===== src/design/cmbu_pkg.sv =====
`timescale 1ns / 1ps
`default_nettype none
// ----------------------------------------------------------------------------
// cmbu_pkg: shared types and constants of the colour map blur update
// Map geometry, word layouts, blur weights, controller states and the
// command/status groups between controller and datapath.
// ----------------------------------------------------------------------------
package cmbu_pkg;

  localparam int MAP_SIDE = 64;
  localparam int DEPTH    = MAP_SIDE * MAP_SIDE;
  localparam int AW       = $clog2(DEPTH);
  localparam int CW       = ($clog2(MAP_SIDE) > 6) ? $clog2(MAP_SIDE) : 6;
  localparam int SW       = CW + 2;

  localparam int CRD_W    = 6;
  localparam int CH_W     = 8;
  localparam int RGB_W    = 3 * CH_W;

  localparam int WIN      = 5;
  localparam int WIN_W    = $clog2(WIN);
  localparam int TAPS     = 2 * WIN + 2;

  localparam int W_CENTER = 32;
  localparam int W_EDGE   = 10;
  localparam int W_CORNER = 7;
  localparam int SUM_W    = 15;
  localparam int DIV_MUL  = 41944;
  localparam int DIV_SH   = 22;
  localparam int PROD_W   = SUM_W + 16;

  localparam logic [CH_W-1:0] GREY_CH = CH_W'(128);

  typedef struct packed {
    logic [CH_W-1:0] red;
    logic [CH_W-1:0] green;
    logic [CH_W-1:0] blue;
  } rgb_t;

  typedef struct packed {
    logic [CRD_W-1:0] cell_x;
    logic [CRD_W-1:0] cell_y;
    logic [CH_W-1:0]  in_red;
    logic [CH_W-1:0]  in_green;
    logic [CH_W-1:0]  in_blue;
  } in_item_t;

  typedef struct packed {
    logic [CRD_W-1:0] texel_x;
    logic [CRD_W-1:0] texel_y;
    logic [CH_W-1:0]  red;
    logic [CH_W-1:0]  green;
    logic [CH_W-1:0]  blue;
    logic             last;
  } out_item_t;

  typedef enum logic [2:0] {
    ST_CLEAR,
    ST_IDLE,
    ST_WRITE,
    ST_READ,
    ST_DRAIN
  } ctl_state_t;

  typedef struct packed {
    logic             clr_wr;
    logic             load_in;
    logic             wr_cell;
    logic             rd_en;
    logic [WIN_W-1:0] rd_row;
    logic [WIN_W-1:0] rd_col;
  } dp_cmd_t;

  typedef struct packed {
    logic clr_last;
    logic in_map;
    logic adv;
    logic pipe_empty;
  } dp_sts_t;

endpackage
`default_nettype wire


===== src/design/cmbu_ctrl.sv =====
`timescale 1ns / 1ps
`default_nettype none
// ----------------------------------------------------------------------------
// cmbu_ctrl: sequencing controller
// Clearing pass after reset, input capture, cell write and the raster
// sweep over the 5x5 read window, then pipeline drain.
// ----------------------------------------------------------------------------
module cmbu_ctrl (
  input  wire logic              clk,
  input  wire logic              rst_n,
  input  wire logic              in_valid,
  output logic                   in_stall,
  input  wire cmbu_pkg::dp_sts_t sts,
  output cmbu_pkg::dp_cmd_t      cmd
);
  import cmbu_pkg::*;

  ctl_state_t       state_r, state_nxt;
  logic [WIN_W-1:0] win_row_r, win_row_nxt;
  logic [WIN_W-1:0] win_col_r, win_col_nxt;
  logic             win_end;

  assign win_end = (win_row_r == WIN_W'(WIN - 1)) && (win_col_r == WIN_W'(WIN - 1));

  always_comb begin
    state_nxt = state_r;
    unique case (state_r)
      ST_CLEAR: begin
        if (sts.clr_last) state_nxt = ST_IDLE;
      end
      ST_IDLE: begin
        if (in_valid) state_nxt = ST_WRITE;
      end
      ST_WRITE: begin
        state_nxt = sts.in_map ? ST_READ : ST_IDLE;
      end
      ST_READ: begin
        if (sts.adv && win_end) state_nxt = ST_DRAIN;
      end
      ST_DRAIN: begin
        if (sts.pipe_empty) state_nxt = ST_IDLE;
      end
      default: state_nxt = ST_CLEAR;
    endcase
  end

  always_comb begin
    win_row_nxt = win_row_r;
    win_col_nxt = win_col_r;
    if (state_r == ST_WRITE) begin
      win_row_nxt = '0;
      win_col_nxt = '0;
    end else if (state_r == ST_READ && sts.adv) begin
      if (win_col_r == WIN_W'(WIN - 1)) begin
        win_col_nxt = '0;
        win_row_nxt = win_row_r + WIN_W'(1);
      end else begin
        win_col_nxt = win_col_r + WIN_W'(1);
      end
    end
  end

  always_comb begin
    cmd         = '0;
    cmd.rd_row  = win_row_r;
    cmd.rd_col  = win_col_r;
    in_stall    = 1'b1;
    unique case (state_r)
      ST_CLEAR: cmd.clr_wr = 1'b1;
      ST_IDLE: begin
        in_stall    = 1'b0;
        cmd.load_in = in_valid;
      end
      ST_WRITE: cmd.wr_cell = sts.in_map;
      ST_READ:  cmd.rd_en   = sts.adv;
      ST_DRAIN: cmd.rd_en   = 1'b0;
      default:  cmd.rd_en   = 1'b0;
    endcase
  end

  always_ff @(posedge clk) begin
    if (!rst_n) begin
      state_r   <= ST_CLEAR;
      win_row_r <= '0;
      win_col_r <= '0;
    end else begin
      state_r   <= state_nxt;
      win_row_r <= win_row_nxt;
      win_col_r <= win_col_nxt;
    end
  end

endmodule
`default_nettype wire


===== config.mk =====
export PLATFORM = sky130hd
export DESIGN_NAME = cmbu_ctrl
export DESIGN_NICKNAME = d
export VERILOG_FILES = /design/src/design/cmbu_pkg.sv /design/src/design/cmbu_ctrl.sv
export SDC_FILE = /design/constraint.sdc
export NUM_CORES = 1
export LEC_CHECK = 0
export ABC_AREA = 1
export BUFFER_PORTS_ARGS = -buffer_cell sky130_fd_sc_hd__buf_2
export CAP_MARGIN = 40
export CORE_AREA = 2 2 49 51
export DETAILED_ROUTE_END_ITERATION = 16
export DIE_AREA = 0 0 51 53
export PLACE_DENSITY = 0.46
export SYNTH_ARGS = -nofsm -noshare
export SYNTH_HDL_FRONTEND = slang
export SYNTH_SLANG_ARGS = --single-unit

===== constraint.sdc =====
create_clock -name clk -period 1.5 [get_ports clk]
set_clock_uncertainty 0.2 [all_clocks]
set_input_delay 0.15 -clock clk [delete_from_list [all_inputs] [get_ports clk]]
set_output_delay 0.15 -clock clk [all_outputs]
set_load 0.01 [all_outputs]

==> results of run 1 <==
-- power groups by stage --
stage / Clock, W / Sequential (W) / Combinational, W
2_1_floorplan: 0 / 0.000268 / 0.0000754
3_3_place_gp: 0 / 0.000271 / 0.000112
3_5_place_dp: 0 / 0.000270 / 0.000113
4_1_cts: 0.000203 / 0.000267 / 0.000120
5_1_grt: 0.000217 / 0.000270 / 0.000138
6_report: 0.000195 / 0.000267 / 0.000124
-- metrics by stage --
| stage | cells | total power, W | worst slack, ps |
|---|---|---|---|
| after global routing | 124 | 0.0006255 | -60.57 |
| after floorplan | 71 | 0.0003436 | 114.5 |
| after global placement | 116 | 0.0003825 | 91.11 |
| final | 124 | 0.0005859 | 73.29 |
| after CTS | 123 | 0.0005903 | 3.398 |
| after detailed placement | 116 | 0.0003833 | 78.98 |
-- per-layer routing --
| metal | up-vias | routed length, µm |
|---|---|---|
| met5 | - | 0 |
| met1 | 227 | 553 |
| met2 | 18 | 504 |
| met4 | 0 | 23 |
| li1 | 289 | - |
| met3 | 3 | 93 |
-- worst register-to-register path: cells and delay by family (launching register included) --
| family | cells | cell delay (ps) |
|---|---|---|
| and+or+nand+nor | 3 | 360 |
| DFF | 1 | 380 |
| buffers and inverters | 1 | 150 |
| AOI/OAI and AO/OA | 2 | 220 |
-- repair_timing --
action	CTS	global route
endpoints found under the hold margin	4	0
pin swaps	1	2
resized for setup	4	6
setup buffers	1	1
hold buffers	2	0
setup endpoints to repair	1	11
-- sequential cells by signal, summed over array words and instances (netlist names) --
register	cells
win_col_r	3
win_row_r	3
state_r	3
-- kinds of logic (layout without fill, tap and decap cells) --
| group | count (synthesis) | in the layout | share of synthesized area [%] |
|---|---|---|---|
| flops | 9 | 9 | 34.12 |
| compound gates | 14 | 14 | 13.51 |
| fa+ha+maj | 4 | 4 | 9.479 |
| buf+inv | 13 | 38 | 9.477 |
| xor+xnor | 1 | 1 | 1.659 |
| simple gates | 30 | 30 | 31.75 |
-- path summary, 6_finish.rpt --
kind	end	slack [ps]
worst min-delay path	win_col_r[1]	10
worst min register to register	win_col_r[0]	300
worst max register to register	win_row_r[0]	80
worst max-delay path	cmd[6]	70
-- cells in the final DEF (no fill, tap or decap), types with 2 or more instances in the layout --
cell | synthesis | layout
nand2_1 | 10 | 10
buf_4 | 0 | 2
buf_2 | 0 | 16
o21ai_2 | 0 | 3
dfxtp_1 | 9 | 6
nor2_1 | 4 | 4
nand4_1 | 4 | 4
clkbuf_4 | 0 | 3
dlygate4sd3_1 | 0 | 2
dfxtp_4 | 0 | 2
a21oi_1 | 9 | 9
ha_1 | 4 | 4
inv_1 | 10 | 10
nand3_1 | 4 | 4
-- area by class of cell --
cell class / count / area, µm² / share of cell area [%]
Clock buffer: 4 / 26.28 / 3.565
Sequential cell: 9 / 188.9 / 25.64
Timing Repair Buffer: 21 / 126.4 / 17.15
Tap cell: 28 / 35.03 / 4.754
Inverter: 13 / 51.30 / 6.961
Multi-Input combinational cell: 49 / 309.0 / 41.94
==> run summary, run 1 <==
Compared with the post-synthesis result, the final layout area differs by 39.57%. The clock latency of the later-clocked register in the worst-skew pair came out at 270 ps. After routing the design area is 737.0 µm². Combinational logic burns 21.1% of the power. The depth of the worst register-to-register path came out at 6. The critical path is of the reg -> out type.

The row count is 17. The largest stage delay on the critical path came out at 380 ps. Cell internal power was estimated by the tool at 0.0004089 W. The hold path depth is 3.

The initial antenna violation count is 0. The relative contribution of sequential cells to total power came out at 45.6%. Setup repair after global routing could not meet its margin everywhere. The share of synthesized flip-flops with an asynchronous set or reset is 0%. The overall track demand over capacity in global routing came out at 10.16%. The number of vias after detailed routing is 537. The leakage dissipation came out at 0.3650 nW. The tree is rooted in a clkbuf_4. The detail-routed via count per cell is 4.331.

The global routing stage identified its most utilized layer as met2. The count of warnings emitted by yosys is 0. The net count of the finished layout is 108.

The proportion of layout cells with a drive suffix above 1 is 36.46%. The signal on the critical path passes through nand2_2, nor2_4, nand2_4, inv_4, buf_6. The area share of the leading cell type in the synthesized netlist is 34.12%. The area of placed instances came out at 648.1 µm². The final count of negative-setup-slack endpoints is 0. The flow ran to the end, and the final reports show no timing, DRC or antenna violations. The analysis attributes to net switching a power of 0.0001770 W. The first-pass GRT wire length came out at 2001 µm. The number of max-cap violations is 0. In this run the cell area of the synthesized design comes to 528.0 µm². The number of nets handed over by synthesis was 82. The first-iteration detailed-routing DRC count came out at 6. For this run, the detailed router's first-pass iteration total came to 3.

STA classifies the critical path endpoint as an output pin. The placeable core area is 2148 µm². The largest total area in the synthesized netlist belongs to dfxtp_1. The number of enable flip-flop cells after synthesis came out at 0. In the global route stage, met3 resource usage came out at 3.955%. The last weighted congestion value of the routability-driven placer came out at 0.6963.

The final critical path takes up 95.11% of the cycle. By area the synthesized netlist is led by dfxtp_1, ha_1, a21oi_1. The highest net fanout along the worst path is 7. The shortest period the worst path allows is 1427 ps. The critical path buffer and inverter count is 2. The area of the die came out at 2703 µm². The clock share of power came out at 33.3%. The met2 demand-to-capacity share in global routing is 15.58%. The maximum clock rate is 700.9 MHz. STA puts the critical path data required time at 1150 ps.

The actual slew at the worst max-slew pin is 206.2 ps. The distinct cell type count of the synthesized netlist came out at 22. The cell count after synthesis is 71. The min-delay analysis places its worst path in the category in -> reg.

The final antenna-violating net count is 0. The worst hold slack is 11.92 ps. The number of global-route vias before repair came out at 482. The number of antenna diodes in the final layout is 0.

The power per unit of standard cell area came out at 795.1 nW/µm². The number of clock sinks seen by CTS is 9. The global-route track usage on met1 came out at 11.64%. Counting the fill cells in the layout gives 250. 18 I/O pins were placed.

The data arrival time of the critical path came out at 1080 ps. The die height came out at 53 µm. Summed over all layers, the global routing overflow is 0. In the synthesized netlist the dominant register cell turns out to be dfxtp_1. The critical path crosses 5 cells after its start point. Entering global routing, the biggest net connects 8 pins.

The startpoint identified for the worst register-to-register timing path is state_r[1]. The launch point of the worst path is state_r[1]. The clock-pin transition on the worst setup and hold timing paths came out at 60 ps. For this run, design rule violations remaining after detail routing come to 0. Each instance of the synthesized netlist takes up on average 7.437 µm². The number of port buffers is 17. In this run the most critical hold path is launched from sts[1]. The initial utilization of the core area, before any placement, comes to 24.58%. The slowest cell on the critical path is dfxtp_4. The headroom to the max-slew limit is 86.22%.

The wire length per cell is 9.468 µm. Among cell families on the critical path, the largest total delay comes from flip-flops. The proportion of synthesized chip area in sequential cells is 34.12%. The level count of the clock H-tree came out at 1. The number of hold-slack violations in the final timing report was 0. By count the netlist is led by inv_1, nand2_1, a21oi_1, dfxtp_1.

The peak supply drop came out at 0.4104 mV. The startpoint kind of the worst setup timing path is a flop. The share of the core filled with cells in the final layout came out at 34.30%. The final number of max-transition violations was 0. Counting flops and latches in the post-synthesis netlist gives 9. Net switching is 30.21% of the power.

The final HPWL from detailed placement is 912.6 µm. TritonCTS built the clock tree. The largest buffer count on any clock path is 2.

In this run the horizontal extent of the chip is 51 µm. The final wirelength is 1174 µm. The setup TNS after final layout is 0 ps.

The number of clock buffers added by TritonCTS is 3.
No activity file was read; power rests on OpenSTA's default activity.
==> inputs of run 2 (changes only) <==
--- a/config.mk
+++ b/config.mk
@@ -6,11 +6,12 @@
 export NUM_CORES = 1
 export LEC_CHECK = 0
 export ABC_AREA = 1
-export BUFFER_PORTS_ARGS = -buffer_cell sky130_fd_sc_hd__buf_2
+export BUFFER_PORTS_ARGS = -buffer_cell sky130_fd_sc_hd__buf_4
 export CAP_MARGIN = 40
 export CORE_AREA = 2 2 49 51
 export DETAILED_ROUTE_END_ITERATION = 16
 export DIE_AREA = 0 0 51 53
+export GPL_TIMING_DRIVEN = 1
 export PLACE_DENSITY = 0.46
 export SYNTH_ARGS = -nofsm -noshare
 export SYNTH_HDL_FRONTEND = slang
==> constraint.sdc (replaced) <==
create_clock -name clk -period 1.5 [get_ports clk]
set_clock_uncertainty 0.2 [all_clocks]
set_input_delay 0.075 -clock clk [delete_from_list [all_inputs] [get_ports clk]]
set_output_delay 0.075 -clock clk [all_outputs]
set_load 0.01 [all_outputs]
==> run summary, run 2 (synthesis results as in run 1) <==
The run finished with clean final reports. The final HPWL from detailed placement is 953.3 µm (+4.5%). The net switching component of the power came out at 0.0001778 W (+0.44%).

The level count of the clock H-tree is 1 (unchanged). The met2 demand-to-capacity share in global routing came to 16.23% (+0.65 points). In this run the most critical hold path is launched from sts[3]. The number of port buffers came out at 17 (unchanged). The global-route track usage on met1 is 11.73% (+0.091 points). The number of vias after detailed routing came to 544 (+1.3%). The footprint of the multi-input gates came to 306.5 µm² (-0.81%). The shortest period the worst path allows came out at 1411 ps (-15.37 ps). TritonCTS built the clock tree. The number of iterations in the first detailed-routing pass is 4 (+1). The die height came out at 53 µm (unchanged). The launch point of the worst path is state_r[1]. The share of the core filled with cells in the final layout came out at 37.10% (+2.8 points). The clock share of power is 31.3% (-2.0 points). The data arrival time of the critical path is 1140 ps (+60 ps). The top-level port count came out at 18 (unchanged). The maximum number of pins on one net before global-route repair is 8 (unchanged). The internal power came out at 0.0004311 W (+5.4%).

The final antenna-violating net count came out at 0 (unchanged). The end of the critical path is cmd[6]. met2 is the most crowded layer.

The area taken by flip-flops and latches came out at 186.4 µm² (-1.3%). The number of global-route vias before repair is 468 (-2.9%). The final period utilization is 94.09% (-1.0 points). The layout net count came out at 111 (+2.8%). The initial antenna violation count is 0 (unchanged). Setup repair after global routing left no endpoint under its margin. The aggregate global routing overflow is 0 (unchanged). The area of the die came out at 2703 µm² (unchanged). The last weighted congestion value of the routability-driven placer is 0.6809 (-2.2%). The critical path is of the reg -> out type. The setup TNS after final layout was 0 ps (unchanged). The maximum clock rate was 708.5 MHz (+1.1%). The overall track demand over capacity in global routing is 9.952% (-0.20 points). The worst endpoint required time is 1220 ps (+70 ps).

The final number of max-transition violations is 0 (unchanged). The largest buffer count on any clock path is 2 (unchanged). The relative area change from synthesis to final layout came out at 50.95%.

In this run the clock root is driven by a clkbuf_4. In this run the critical register-to-register path is launched from win_col_r[1]. The clock buffer count from CTS came out at 3 (unchanged). The effective utilization at floorplan is 24.58% (unchanged).

The combinational share of power came out at 25.3% (+4.2 points). The number of clock sinks seen by CTS came out at 9 (unchanged). The headroom to the max-slew limit is 87.06% (+0.84 points).

The clock-pin transition on the worst setup and hold timing paths came out at 60 ps (about the same). The first-iteration detailed-routing DRC count came out at 6 (unchanged). The number of hold-slack violations in the final timing report came to 0 (unchanged).

The met3 track demand over resource is 2.825% (-1.1 points). The switching share of total power is 29.20% (-1.0 points). The highest net fanout along the worst path is 6 (-1).

The leakage dissipation was 0.3926 nW (+7.5%). The proportion of layout cells with a drive suffix above 1 is 37.37% (+0.92 points). The actual slew at the worst max-slew pin is 193.8 ps (-12.44 ps). The clock latency of the later-clocked register in the worst-skew pair is 260 ps (about the same). The first-pass GRT wire length is 1987 µm (-0.70%).

The row count came to 17 (unchanged). The register-to-register setup slack came out at 120 ps (+40 ps). The relative contribution of sequential cells to total power came out at 43.4% (-2.2 points). In this run the critical register-to-register path is captured at state_r[1]. The final count of negative-setup-slack endpoints came out at 0 (unchanged).

The horizontal die dimension came out at 51 µm (unchanged). The largest registers in the layout are state_r x3, win_col_r x3, win_row_r x3. The type of the worst min-delay path is in -> reg. The number of fill cells is 245 (-2.0%). The final wirelength came to 1176 µm (+0.17%). The post-detailed-route DRC marker count came out at 0 (unchanged). The capturing element type of the critical path is an output pin. The startpoint kind of the worst setup timing path is a flop. The top cell types in the final layout, fill and taps aside, are buf_4, nand2_1, a21oi_1. The diode insertion count for antenna repair is 0 (unchanged). The depth of the worst register-to-register path came out at 7 (+1). The placeable core area is 2148 µm² (unchanged). The number of max-cap violations is 0 (unchanged).

The library cell used most frequently in the layout, excluding fill and tap cells, is buf_4. The wire length per cell came out at 9.260 µm (-2.2%). The detail-routed via count per cell came out at 4.283 (-1.1%).

The power per unit of standard cell area came out at 763.9 nW/µm² (-3.9%). The peak supply drop came out at 0.3954 mV (-3.6%).
## run 2: changes by cell type in the layout (fill, tap and decap cells not counted), sizes merged
cell and change:
buf +2, dlygate4sd3 +1
## run 2: layout make-up
cell class	count	area share (%)
multi-input cells	49	38.46
repair buffers	24	24.02
flip-flops and latches	9	23.39
inverters	13	6.436
well taps	28	4.396
clock buffers	4	3.297
## run 2: metrics by stage
stage	hold slack (ps)	cell area, µm²	setup WS, ps	cells	power [W]
after global placement	143.5	705.7	109.8	118	0.0004055
after detailed placement	151.4	705.7	70.87	118	0.0004068
after floorplan	26.03	528.0	114.5	71	0.0003436
after global routing	58.61	797.0	0.05984	127	0.0006582
final	26.01	797.0	88.65	127	0.0006089
after CTS	25.70	763.2	53.38	125	0.0006026
## run 2: what timing repair did
item,in CTS,in global routing
pin swaps,0,3
gates resized for setup,1,9
endpoints found under the setup margin,1,4
setup buffers,0,2
hold buffers,3,0
hold endpoints to repair,6,0
## run 2: how the worst min path moves through the flow
| stage | end | slack [ps] | depth (start not counted) |
|---|---|---|---|
| 6_report | state_r[0] | 30 | 5 |
| 5_1_grt | state_r[0] | 60 | 5 |
| 4_1_cts | state_r[0] | 30 | 5 |
| 3_5_place_dp | state_r[1] | 150 | 3 |
| 3_3_place_gp | state_r[0] | 140 | 3 |
| 2_1_floorplan | state_r[0] | 30 | 2 |
## run 2: metal layers
layer,vias to the layer above,routed length [µm],part of all wire (%)
met3,0,65,5.5
li1,293,-,-
met5,-,0,0
met2,17,540,46
met1,234,569,48
met4,0,0,0
## run 2: worst max-delay path, stage by stage (launching register included)
cell and delay [ps]:
dfxtp_4 380, nand2_4 60, nor2_4 180, nand2_4 90, inv_4 70, buf_6 100
## run 2: power groups by stage
stage | Sequential [W] | Clock (W) | Combinational [W]
finish | 0.000264 | 0.000191 | 0.000154
detailed placement | 0.000266 | 0 | 0.000140
global placement | 0.000266 | 0 | 0.000139
CTS | 0.000262 | 0.000194 | 0.000147
global route | 0.000267 | 0.000218 | 0.000174
floorplan | 0.000268 | 0 | 0.0000754
